### config.mk
export PLATFORM = sky130hd
export DESIGN_NAME = wide_unit_to_utf8_encoder
export DESIGN_NICKNAME = d
export VERILOG_FILES = /design/src/design/wu8_pkg.sv /design/src/design/wu8_front.sv /design/src/design/wu8_fifo.sv /design/src/design/wu8_back.sv /design/src/design/wide_unit_to_utf8_encoder.sv
export SDC_FILE = /design/constraint.sdc
export NUM_CORES = 1
export LEC_CHECK = 0
export BUFFER_PORTS_ARGS = -buffer_cell sky130_fd_sc_hd__buf_2
export CAP_MARGIN = 10
export CORE_MARGIN = 1
export CORE_UTILIZATION = 59
export CTS_CLUSTER_SIZE = 30
export DETAILED_ROUTE_END_ITERATION = 6
export PLACE_DENSITY = 0.8
export SLEW_MARGIN = 20
export SYNTH_ARGS = -nofsm -noshare
export SYNTH_HDL_FRONTEND = slang
export SYNTH_SLANG_ARGS = --single-unit
### constraint.sdc
create_clock -name clk_i -period 4.13 [get_ports clk_i]
set_clock_uncertainty 0.1 [all_clocks]
set_input_delay 0.826 -clock clk_i [delete_from_list [all_inputs] [get_ports clk_i]]
set_output_delay 0.826 -clock clk_i [all_outputs]
set_load 0.01 [all_outputs]
### src/design/wu8_pkg.sv
`timescale 1ns / 1ps

package wu8_pkg;

  localparam int unsigned CpW  = 31;
  localparam int unsigned LenW = 3;

  localparam logic [15:0] SurrLo   = 16'hD800;
  localparam logic [15:0] SurrHi   = 16'hDFFF;
  // 0x10000 - 0xDC00, folded into one offset
  localparam logic [21:0] PairBias = 22'h002400;

  localparam logic [7:0] ContMark = 8'h80;
  localparam logic [7:0] Mark2    = 8'hC0;
  localparam logic [7:0] Mark3    = 8'hE0;
  localparam logic [7:0] Mark4    = 8'hF0;
  localparam logic [7:0] Mark5    = 8'hF8;
  localparam logic [7:0] Mark6    = 8'hFC;

  typedef struct packed {
    logic [CpW-1:0]  cp;
    logic [LenW-1:0] len;
  } wu8_entry_t;

  function automatic logic [LenW-1:0] enc_len(input logic [CpW-1:0] cp);
    logic [LenW-1:0] n;
    if (cp < 31'h80) begin
      n = 3'd1;
    end else if (cp < 31'h800) begin
      n = 3'd2;
    end else if (cp < 31'h10000) begin
      n = 3'd3;
    end else if (cp < 31'h200000) begin
      n = 3'd4;
    end else if (cp < 31'h4000000) begin
      n = 3'd5;
    end else begin
      n = 3'd6;
    end
    return n;
  endfunction

endpackage

### src/design/wu8_front.sv
`timescale 1ns / 1ps

module wu8_front import wu8_pkg::*; (
  input  logic           clk_i,
  input  logic           rst_ni,
  input  logic           cfg_we_i,
  input  logic           cfg_bit_i,
  input  logic           accept_i,
  input  logic [CpW-1:0] code_unit_i,
  output logic           emit_o,
  output wu8_entry_t     entry_o
);

  logic        pair_q, pair_d;
  logic        held_q, held_d;
  logic [10:0] lead_q, lead_d;

  logic [15:0]    unit16;
  logic           is_lead;
  logic [21:0]    combined;
  logic [CpW-1:0] cp;

  assign unit16  = code_unit_i[15:0];
  assign is_lead = (unit16 >= SurrLo) && (unit16 <= SurrHi);
  // lead - D800 is just the low eleven bits of a lead surrogate
  assign combined = {1'b0, lead_q, 10'b0} + {6'b0, unit16} + PairBias;

  always_comb begin
    held_d = held_q;
    lead_d = lead_q;
    emit_o = 1'b0;
    cp     = code_unit_i;
    pair_d = cfg_we_i ? cfg_bit_i : pair_q;
    if (accept_i) begin
      if (pair_q) begin
        if (held_q) begin
          cp     = {9'b0, combined};
          emit_o = 1'b1;
          held_d = 1'b0;
        end else if (is_lead) begin
          held_d = 1'b1;
          lead_d = unit16[10:0];
        end else begin
          cp     = {15'b0, unit16};
          emit_o = 1'b1;
        end
      end else begin
        emit_o = 1'b1;
        held_d = 1'b0;
      end
    end
  end

  assign entry_o.cp  = cp;
  assign entry_o.len = enc_len(cp);

  always_ff @(posedge clk_i or negedge rst_ni) begin
    if (!rst_ni) begin
      pair_q <= 1'b1;
      held_q <= 1'b0;
    end else begin
      pair_q <= pair_d;
      held_q <= held_d;
    end
  end

  always_ff @(posedge clk_i) begin
    lead_q <= lead_d;
  end

endmodule

### src/design/wu8_fifo.sv
`timescale 1ns / 1ps

module wu8_fifo import wu8_pkg::*; #(
  parameter int unsigned Depth = 2
) (
  input  logic       clk_i,
  input  logic       rst_ni,
  input  logic       wr_i,
  input  wu8_entry_t wdata_i,
  input  logic       rd_i,
  output wu8_entry_t rdata_o,
  output logic       full_o,
  output logic       empty_o
);

  localparam int unsigned PtrW = (Depth > 1) ? $clog2(Depth) : 1;
  localparam int unsigned CntW = $clog2(Depth + 1);
  localparam logic [PtrW-1:0] LastPtr = PtrW'(Depth - 1);
  localparam logic [CntW-1:0] FullCnt = CntW'(Depth);

  wu8_entry_t mem_q [Depth];
  logic [PtrW-1:0] wptr_q, wptr_d, rptr_q, rptr_d;
  logic [CntW-1:0] cnt_q, cnt_d;
  logic            do_wr, do_rd;

  assign full_o  = (cnt_q == FullCnt);
  assign empty_o = (cnt_q == '0);
  assign rdata_o = mem_q[rptr_q];
  assign do_wr   = wr_i && !full_o;
  assign do_rd   = rd_i && !empty_o;

  always_comb begin
    wptr_d = wptr_q;
    rptr_d = rptr_q;
    cnt_d  = cnt_q;
    if (do_wr) begin
      wptr_d = (wptr_q == LastPtr) ? '0 : wptr_q + 1'b1;
    end
    if (do_rd) begin
      rptr_d = (rptr_q == LastPtr) ? '0 : rptr_q + 1'b1;
    end
    if (do_wr && !do_rd) begin
      cnt_d = cnt_q + 1'b1;
    end else if (do_rd && !do_wr) begin
      cnt_d = cnt_q - 1'b1;
    end
  end

  always_ff @(posedge clk_i or negedge rst_ni) begin
    if (!rst_ni) begin
      wptr_q <= '0;
      rptr_q <= '0;
      cnt_q  <= '0;
    end else begin
      wptr_q <= wptr_d;
      rptr_q <= rptr_d;
      cnt_q  <= cnt_d;
    end
  end

  always_ff @(posedge clk_i) begin
    if (do_wr) begin
      mem_q[wptr_q] <= wdata_i;
    end
  end

endmodule

### src/design/wu8_back.sv
`timescale 1ns / 1ps

module wu8_back import wu8_pkg::*; (
  input  logic       clk_i,
  input  logic       rst_ni,
  input  wu8_entry_t head_i,
  input  logic       head_valid_i,
  output logic       head_pop_o,
  input  logic       pop_i,
  output logic       empty_o,
  output logic [7:0] out_byte_o,
  output logic [2:0] byte_index_o,
  output logic       last_byte_o
);

  logic       valid_q, valid_d;
  logic [2:0] idx_q, idx_d;
  logic [7:0] byte_q;
  logic [2:0] index_q;
  logic       last_q;

  logic       advance;
  logic       is_last;
  logic [2:0] sel;
  logic [5:0] group;
  logic [7:0] cur_byte;

  assign advance = head_valid_i && (!valid_q || pop_i);
  assign is_last = (idx_q == head_i.len - 3'd1);
  // six-bit group that this continuation byte carries
  assign sel     = head_i.len - 3'd1 - idx_q;

  always_comb begin
    case (sel)
      3'd0:    group = head_i.cp[5:0];
      3'd1:    group = head_i.cp[11:6];
      3'd2:    group = head_i.cp[17:12];
      3'd3:    group = head_i.cp[23:18];
      3'd4:    group = head_i.cp[29:24];
      default: group = {5'b0, head_i.cp[30]};
    endcase
  end

  always_comb begin
    if (idx_q == 3'd0) begin
      case (head_i.len)
        3'd1:    cur_byte = {1'b0, head_i.cp[6:0]};
        3'd2:    cur_byte = Mark2 | {3'b0, head_i.cp[10:6]};
        3'd3:    cur_byte = Mark3 | {4'b0, head_i.cp[15:12]};
        3'd4:    cur_byte = Mark4 | {5'b0, head_i.cp[20:18]};
        3'd5:    cur_byte = Mark5 | {6'b0, head_i.cp[25:24]};
        default: cur_byte = Mark6 | {7'b0, head_i.cp[30]};
      endcase
    end else begin
      cur_byte = ContMark | {2'b0, group};
    end
  end

  always_comb begin
    idx_d   = idx_q;
    valid_d = valid_q;
    if (advance) begin
      valid_d = 1'b1;
      idx_d   = is_last ? 3'd0 : idx_q + 3'd1;
    end else if (pop_i) begin
      valid_d = 1'b0;
    end
  end

  assign head_pop_o   = advance && is_last;
  assign empty_o      = !valid_q;
  assign out_byte_o   = byte_q;
  assign byte_index_o = index_q;
  assign last_byte_o  = last_q;

  always_ff @(posedge clk_i or negedge rst_ni) begin
    if (!rst_ni) begin
      valid_q <= 1'b0;
      idx_q   <= 3'd0;
    end else begin
      valid_q <= valid_d;
      idx_q   <= idx_d;
    end
  end

  always_ff @(posedge clk_i) begin
    if (advance) begin
      byte_q  <= cur_byte;
      index_q <= idx_q;
      last_q  <= is_last;
    end
  end

endmodule

### src/design/wide_unit_to_utf8_encoder.sv
// a unit that makes bytes passes the queue, then the serialiser's byte register, before its first byte shows
// throughput: one byte per cycle out of the byte serialiser while pop_i is high and the queue is not empty;
// a unit gives 1 to 6 bytes (its utf-8 length); a held lead surrogate produces nothing
// a queue of FifoDepth code points sits between the classifier and the serialiser
// reset (rst_ni low, asynchronous): queue and output empty, no lead held, pairing enabled
`timescale 1ns / 1ps

module wide_unit_to_utf8_encoder import wu8_pkg::*; #(
  parameter int unsigned FifoDepth = 2
) (
  input  logic           clk_i,
  input  logic           rst_ni,
  input  logic           cfg_valid_i,
  output logic           cfg_ready_o,
  input  logic           cfg_data_i,
  input  logic           push_i,
  output logic           full_o,
  input  logic [CpW-1:0] code_unit_i,
  input  logic           pop_i,
  output logic           empty_o,
  output logic [7:0]     out_byte_o,
  output logic [2:0]     byte_index_o,
  output logic           last_byte_o
);

  logic       accept;
  logic       emit;
  wu8_entry_t entry;
  wu8_entry_t head;
  logic       q_full, q_empty, q_pop;

  assign cfg_ready_o = 1'b1;
  assign full_o      = q_full;
  assign accept      = push_i && !q_full;

  wu8_front u_front (
    .clk_i       (clk_i),
    .rst_ni      (rst_ni),
    .cfg_we_i    (cfg_valid_i),
    .cfg_bit_i   (cfg_data_i),
    .accept_i    (accept),
    .code_unit_i (code_unit_i),
    .emit_o      (emit),
    .entry_o     (entry)
  );

  wu8_fifo #(
    .Depth (FifoDepth)
  ) u_fifo (
    .clk_i   (clk_i),
    .rst_ni  (rst_ni),
    .wr_i    (emit),
    .wdata_i (entry),
    .rd_i    (q_pop),
    .rdata_o (head),
    .full_o  (q_full),
    .empty_o (q_empty)
  );

  wu8_back u_back (
    .clk_i        (clk_i),
    .rst_ni       (rst_ni),
    .head_i       (head),
    .head_valid_i (!q_empty),
    .head_pop_o   (q_pop),
    .pop_i        (pop_i),
    .empty_o      (empty_o),
    .out_byte_o   (out_byte_o),
    .byte_index_o (byte_index_o),
    .last_byte_o  (last_byte_o)
  );

endmodule

# ---- Yosys cells after proc, flatten, opt, wreduce, memory -nomap -nowiden
# Memory sizes are Yosys's and may differ from the RTL's.
# Cells that the tools add are included.
dict set report op_classes {
  add_sub_neg 9
  n_mul 0
  div 0
  order_cmp 7
  n_eq_ne 11
  shift 0
  muxes 28
  bitwise 1
  reduce_logical 20
}
# operator n
set op_table {}
lappend op_table {{$mux W31} 4}
lappend op_table {{$pmux W8 S5} 1}
lappend op_table {{$lt A31 B12 Y1 const B} 1}
lappend op_table {{$lt A31 B17 Y1 const B} 1}
lappend op_table {{$lt A31 B22 Y1 const B} 1}
lappend op_table {{$lt A31 B27 Y1 const B} 1}
lappend op_table {{$lt A31 B8 Y1 const B} 1}
lappend op_table {{$pmux W6 S5} 1}
lappend op_table {{$add A21 B16 Y22} 1}
lappend op_table {{$add A22 B14 Y22 const B} 1}
lappend op_table {{$ge A16 B16 Y1 const B} 1}
lappend op_table {{$le A16 B16 Y1 const B} 1}
lappend op_table {{$mux W3} 5}
lappend op_table {{$mux W1} 13}
lappend op_table {{$eq A3 B2 Y1 const B} 4}
lappend op_table {{$eq A3 B3 Y1 const B} 3}
lappend op_table {{$logic_and A1 B1 Y1} 8}
lappend op_table {{$eq A3 B1 Y1 const B} 2}
lappend op_table {{$logic_not A3 Y1} 2}
lappend op_table {{$mux W2} 3}
lappend op_table {{$mux W6} 1}
lappend op_table {{$logic_not A1 Y1} 5}
lappend op_table {{$reduce_and A4 Y1} 1}
lappend op_table {{$reduce_bool A2 Y1} 2}
lappend op_table {{other kinds (11)} 12}
dict set report word_totals {
  register_bits 33
  latchBits 0
  ram_bits 68
  romBits 0
  input_bits 37
  out_inout_bits 15
  word_cells 89
  n_memories 1
}
# name words word_bits rd rd_ports_with_merged_regs write_ports line
set mem_list {}
lappend mem_list {u_fifo.mem_q 2 34 1 0 1 wu8_fifo.sv:21} ;# wu8_entry_t mem_q [Depth];

# ---- Depth between registers and ports, before layout
dict set report depth {
  ltp_word 12
  depth_mapped 15
  depth_no_buf 13
}

# ---- Cells and area by module
# From an unflattened synthesis, not the netlist that was laid out.
dict set report hier_totals {
  cells_unflattened 412
  hier_area_um2 5484.0
}
# mod n_inst cells_per_inst area_each_um2
set by_module_without_submodules {}
lappend by_module_without_submodules {wu8_fifo 1 125 2801.4}
lappend by_module_without_submodules {wu8_front 1 152 1348.8}
lappend by_module_without_submodules {wu8_back 1 131 1305.0}
lappend by_module_without_submodules {wide_unit_to_utf8_encoder 1 4 28.8}

# ---- Worst setup path after synthesis
# OpenSTA, ideal clock, no wires.
dict set report synth_timing {
  kind {reg-to-reg}
  startpoint {register u_fifo.rptr_q}
  endpoint {register u_back.byte_q[0] (netlist: u_back.out_byte_o[0]) (data pin)}
  setup_ps 261
  arrival_ps 3418
  t_required_ps 3769
  path_slack_ps 351
  path_stages_with_launch 14
  path_cell_list {dfrtp_1 -> buf_4 -> buf_2 -> buf_2 -> buf_2 -> mux2i_1 -> ha_1 -> fa_1 -> clkbuf_1 -> mux4_2 -> nand2_1 -> o21ai_0 -> mux2i_1 -> a21oi_1}
}
dict set report synth_between {
  elab_chain_len 6
  elab_cells_between_ends 16
  classes_between {add/sub (2); eq/ne (9); mux (3); reduce/logical (1); memory (1)}
}
# item line
set synth_rtl {}
lappend synth_rtl {{start, declared} wu8_fifo.sv:22} ;# logic [PtrW-1:0] wptr_q, wptr_d, rptr_q, rptr_d;
lappend synth_rtl {{start signal, assigned} wu8_fifo.sv:56} ;# rptr_q <= rptr_d;
lappend synth_rtl {{$mem_v2 Z2 W34 *} n/a}
lappend synth_rtl {{$sub A3 B1 Y3} wu8_back.sv:31} ;# assign sel = head_i.len - 3'd1 - idx_q;
lappend synth_rtl {{$sub A3 B3 Y3} wu8_back.sv:31}
lappend synth_rtl {{$eq A3 B3 Y1 (tied with other cells)} wu8_back.sv:34} ;# case (sel)
lappend synth_rtl {{$pmux W6 S5} wu8_back.sv:34}
lappend synth_rtl {{$mux W6 *} wu8_back.sv:45} ;# if (idx_q == 3'd0) begin
lappend synth_rtl {{net u_back.cur_byte[0]} wu8_back.sv:26} ;# logic [7:0] cur_byte;
lappend synth_rtl {{end signal, assigned} wu8_back.sv:88} ;# byte_q <= cur_byte;
lappend synth_rtl {{end, declared} wu8_back.sv:18} ;# logic [7:0] byte_q;
# Mark *: on every way through the listed nets, which the timed path passes. The rest lies on a longest branch.
# A chain may end at the register's enable or synchronous reset.

==> impl_metrics.csv <==
group,metric,value,unit
worst_setup_path,critPathBufInv,2,
synth,postSynth.topFlopCell,"sky130_fd_sc_hd__edfxtp_1",
global_route,grt_pass1_wl,17.6,mm
routing,drt-pass1-iter-count,4,
worst_setup_path,critical_path.reg2reg.startpoint,"u_fifo.rptr_q",
power,power-per-cell-area,761,nW/µm²
worst_setup_path,r2r-end,"u_back.out_byte_o[1]",
timing,post-route-min-period,3.46,ns
clocking,clock_tree.root_cell,"sky130_fd_sc_hd__clkbuf_8",
routing,number_of_vias_per_cell_after_detailed_routing,6.16,
layout,final_net_count,522,
worst_setup_path,type_of_the_setup_path_with_the_least_slack,"in2reg",
synth,ys_ff_latch,101,
global_route,grt.overflow.total,0,
timing,whs,0.202,ns
timing,report.final.setup_viol,0,
synth,post_synth_inst_count,412,
power,vdd_drop_max,0.362,mV
layout,storage_element_area,2990,µm²
die,design.core.area,8760,µm²
layout,multi_input_comb_area,2210,µm²
timing,unrepaired_setup_endpoints_after_global_routing,"no",
die,die_y,97.4,µm
run,timing.max_cap.violations,0,
die,fp-row-count,34,
global_route,grt_start_max_net_pins,41,
clocking,postCtsResizedCells,0,
timing,tightestPinTransition,0.742,ns
synth,syn_area,5370,µm²
timing,achievable-frequency,0.289,GHz
routing,antenna_violating_nets_post_route,0,
placed_design,io_buffers,50,
timing,final_min_period_over_clock_period,0.838,
clocking,cts_inserted_buffers,9,
power,fin_total_pwr,0.00449,W
clocking,tritoncts,"done",
worst_setup_path,critical_path.startpoint_type,"input pin",
worst_setup_path,setup_slack_of_the_worst_register_to_register_path,0.74,ns
layout,antennaDiodeCount,0,
global_route,initial_antenna_violation_count,0,
status,result_of_the_run,"completed",
timing,timing.slew.headroom,0.504,
clocking,cts_hold_buffers_added,0,
routing,drt-initial-drc-count,222,
layout,layout_commonest_cell,"sky130_fd_sc_hd__edfxtp_1",
clocking,ctsLongestPathBuffers,2,
die,die_width,97.4,µm
clocking,clkSinkCount,101,
timing,hold_viol,0,
synth,synth.lib_cells_used.distinct,66,
die,die-area,9490,µm²
global_route,vias_in_the_first_global_route,3489,
clocking,htree_levels,3,
worst_setup_path,path_cells,"buf_2 -> ha_1 -> ha_1 -> inv_1 -> fa_1 -> nor2b_1 -> o2111ai_2 -> nand4_1 -> a21oi_1 -> a2111oi_4 -> or4b_4 -> o22ai_2",
worst_setup_path,critical_path.endpoint_type,"flip-flop",
layout,layout.cells.most_common_list,"sky130_fd_sc_hd__edfxtp_1 (91), sky130_fd_sc_hd__buf_2 (50), sky130_fd_sc_hd__nand2_1 (27)",
power,p_leak,2.25,nW
worst_setup_path,rr_worst_depth,10,
routing,via_count,3536,
placed_design,dpl.hpwl,8.31,mm
timing,slew_viol_final,0,
clocking,post-cts-setup-buffers,0,
worst_setup_path,slowest_delay,0.53,ns
worst_setup_path,worst-endpoint-arrival,3.57,ns
worst_setup_path,critPathMaxFanout,4,
worst_hold_path,min-delay-path-class,"in2async",
die,starting_density,0.613,
placed_design,place.detailed.instances,558,
placed_design,gpl.final_weighted_congestion,0.917,
clocking,worst_skew_pair.late_latency,0.36,ns
layout,flow.area_growth_from_synthesis,9.90,%
synth,synth_fp_nets,473,
synth,syn_area_per_cell,13.0,µm²
die,pin_count,52,
synth,postSynth.asyncResetShare,0.0990,
worst_setup_path,crit_slowest_cell,"sky130_fd_sc_hd__or4b_4",
synth,synth-warning-count,0,
timing,totalNegativeSetupSlack,0,ns
global_route,gr-usage-all-layers,0.245,
routing,routed_wirelength,11.0,mm
worst_setup_path,critical_path.top_delay_family,"simple AND/OR/NAND/NOR gates",
synth,synth_edf_count,91,
layout,fill_cells,645,
layout,final_layout_size_suffix_gt1_frac,0.249,
worst_setup_path,critical-path-top-cell-by-count,"sky130_fd_sc_hd__ha_1",
layout,finish.cell_count_without_fillers,574,
clocking,cts.clk_slew.worst_paths,0.10,ns
routing,route.detailed.drc,0,
worst_setup_path,worst_ep_required_time,4.24,ns
routing,wl_per_cell,19.2,µm
synth,synth.yosys.seq_area_share,0.556,
layer usage:
layer,part of all wire,vias up,track usage
met4,0.028,0,0.0984
met3,0.072,25,0.0532
met5,0,-,0
met1,0.41,1682,0.319
li1,-,1661,-
met2,0.49,168,0.402
flip-flops by register name, summed over array words and instances, names as in the netlist:
register,flops
u_front.lead_q,11
u_fifo.wptr_q,1
u_fifo.mem_q,68
u_back.idx_q,3
u_back.last_byte_o,1
u_back.byte_index_o,3
u_front.held_q,1
u_front.pair_q,1
u_fifo.cnt_q,2
u_back.valid_q,1
u_fifo.rptr_q,1
u_back.out_byte_o,8
stage by stage:
stage | util | worst slack (ns) | instance area, µm²
finish | 0.674 | 0.671 | 5900
global route | 0.674 | 0.551 | 5900
CTS | 0.674 | 0.706 | 5900
detailed placement | 0.652 | 0.320 | 5710
global placement | 0.652 | 0.411 | 5710
floorplan | - | 0.351 | 5370
worst reg2reg max path: stages, from the launching register on:
cell                       delay, ns
sky130_fd_sc_hd__dfrtp_2        0.40
sky130_fd_sc_hd__mux2i_1        0.42
sky130_fd_sc_hd__inv_1          0.15
sky130_fd_sc_hd__ha_1           0.23
sky130_fd_sc_hd__fa_1           0.64
sky130_fd_sc_hd__xnor2_4        0.38
sky130_fd_sc_hd__buf_4          0.23
sky130_fd_sc_hd__nor3_1         0.06
sky130_fd_sc_hd__a21o_1         0.15
sky130_fd_sc_hd__a211oi_1       0.23
sky130_fd_sc_hd__a31oi_1        0.09
final cells by class:
class,instances,share of cell area
timing repair buffer,56,0.0500
tap,108,0.0229
multi-input combinational,270,0.375
clock buffer,9,0.0210
clock inverter,7,0.0112
inverter,23,0.0146
sequential,101,0.506
Yosys cell counts, types with 8 or more instances:
library cell,n,area [µm²]
sky130_fd_sc_hd__edfxtp_1,91,2730
sky130_fd_sc_hd__nand2_1,27,101
sky130_fd_sc_hd__mux2i_1,24,240
sky130_fd_sc_hd__inv_1,23,86.3
sky130_fd_sc_hd__ha_1,22,275
sky130_fd_sc_hd__mux2_2,19,214
sky130_fd_sc_hd__nor2_1,18,67.6
sky130_fd_sc_hd__o21ai_0,15,75.1
sky130_fd_sc_hd__a21oi_1,14,70.1
sky130_fd_sc_hd__nor3_1,14,70.1
sky130_fd_sc_hd__and2_1,12,75.1
sky130_fd_sc_hd__clkbuf_1,9,33.8
sky130_fd_sc_hd__dfrtp_1,9,225
sky130_fd_sc_hd__xnor2_1,8,70.1
power by group:
group	leakage (nW)	total [W]	internal [W]	switching (W)
Clock	0.0914	0.000596	0.000234	0.000363
Combinational	1.20	0.00230	0.000961	0.00134
Sequential	0.959	0.00160	0.00148	0.000116
Total	2.25	0.00449	0.00268	0.00181
cells by family after synthesis:
logic type | Yosys count | synth area share
AOI/OAI and AO/OA | 75 | 0.0997
adders and majority gates | 24 | 0.0587
other | 1 | 0.000698
muxes | 51 | 0.118
DFF | 101 | 0.556
buffers and inverters | 41 | 0.0333
and+or+nand+nor | 105 | 0.104
xor gates and xnor gates | 14 | 0.0298
worst max-delay path by stage:
stage | startpoint | endpoint | slack [ns] | depth (start not counted)
final | code_unit_i[11] | u_fifo.mem_q[1][0] | 0.67 | 12
after global routing | code_unit_i[11] | u_fifo.mem_q[1][0] | 0.55 | 12
after global placement | code_unit_i[11] | u_fifo.mem_q[0][0] | 0.41 | 12
after CTS | code_unit_i[11] | u_fifo.mem_q[1][0] | 0.71 | 12
after floorplan | u_fifo.rptr_q | u_back.out_byte_o[0] | 0.35 | 13
after detailed placement | code_unit_i[11] | u_fifo.mem_q[0][0] | 0.32 | 12
(Power assumes the default switching activity.)
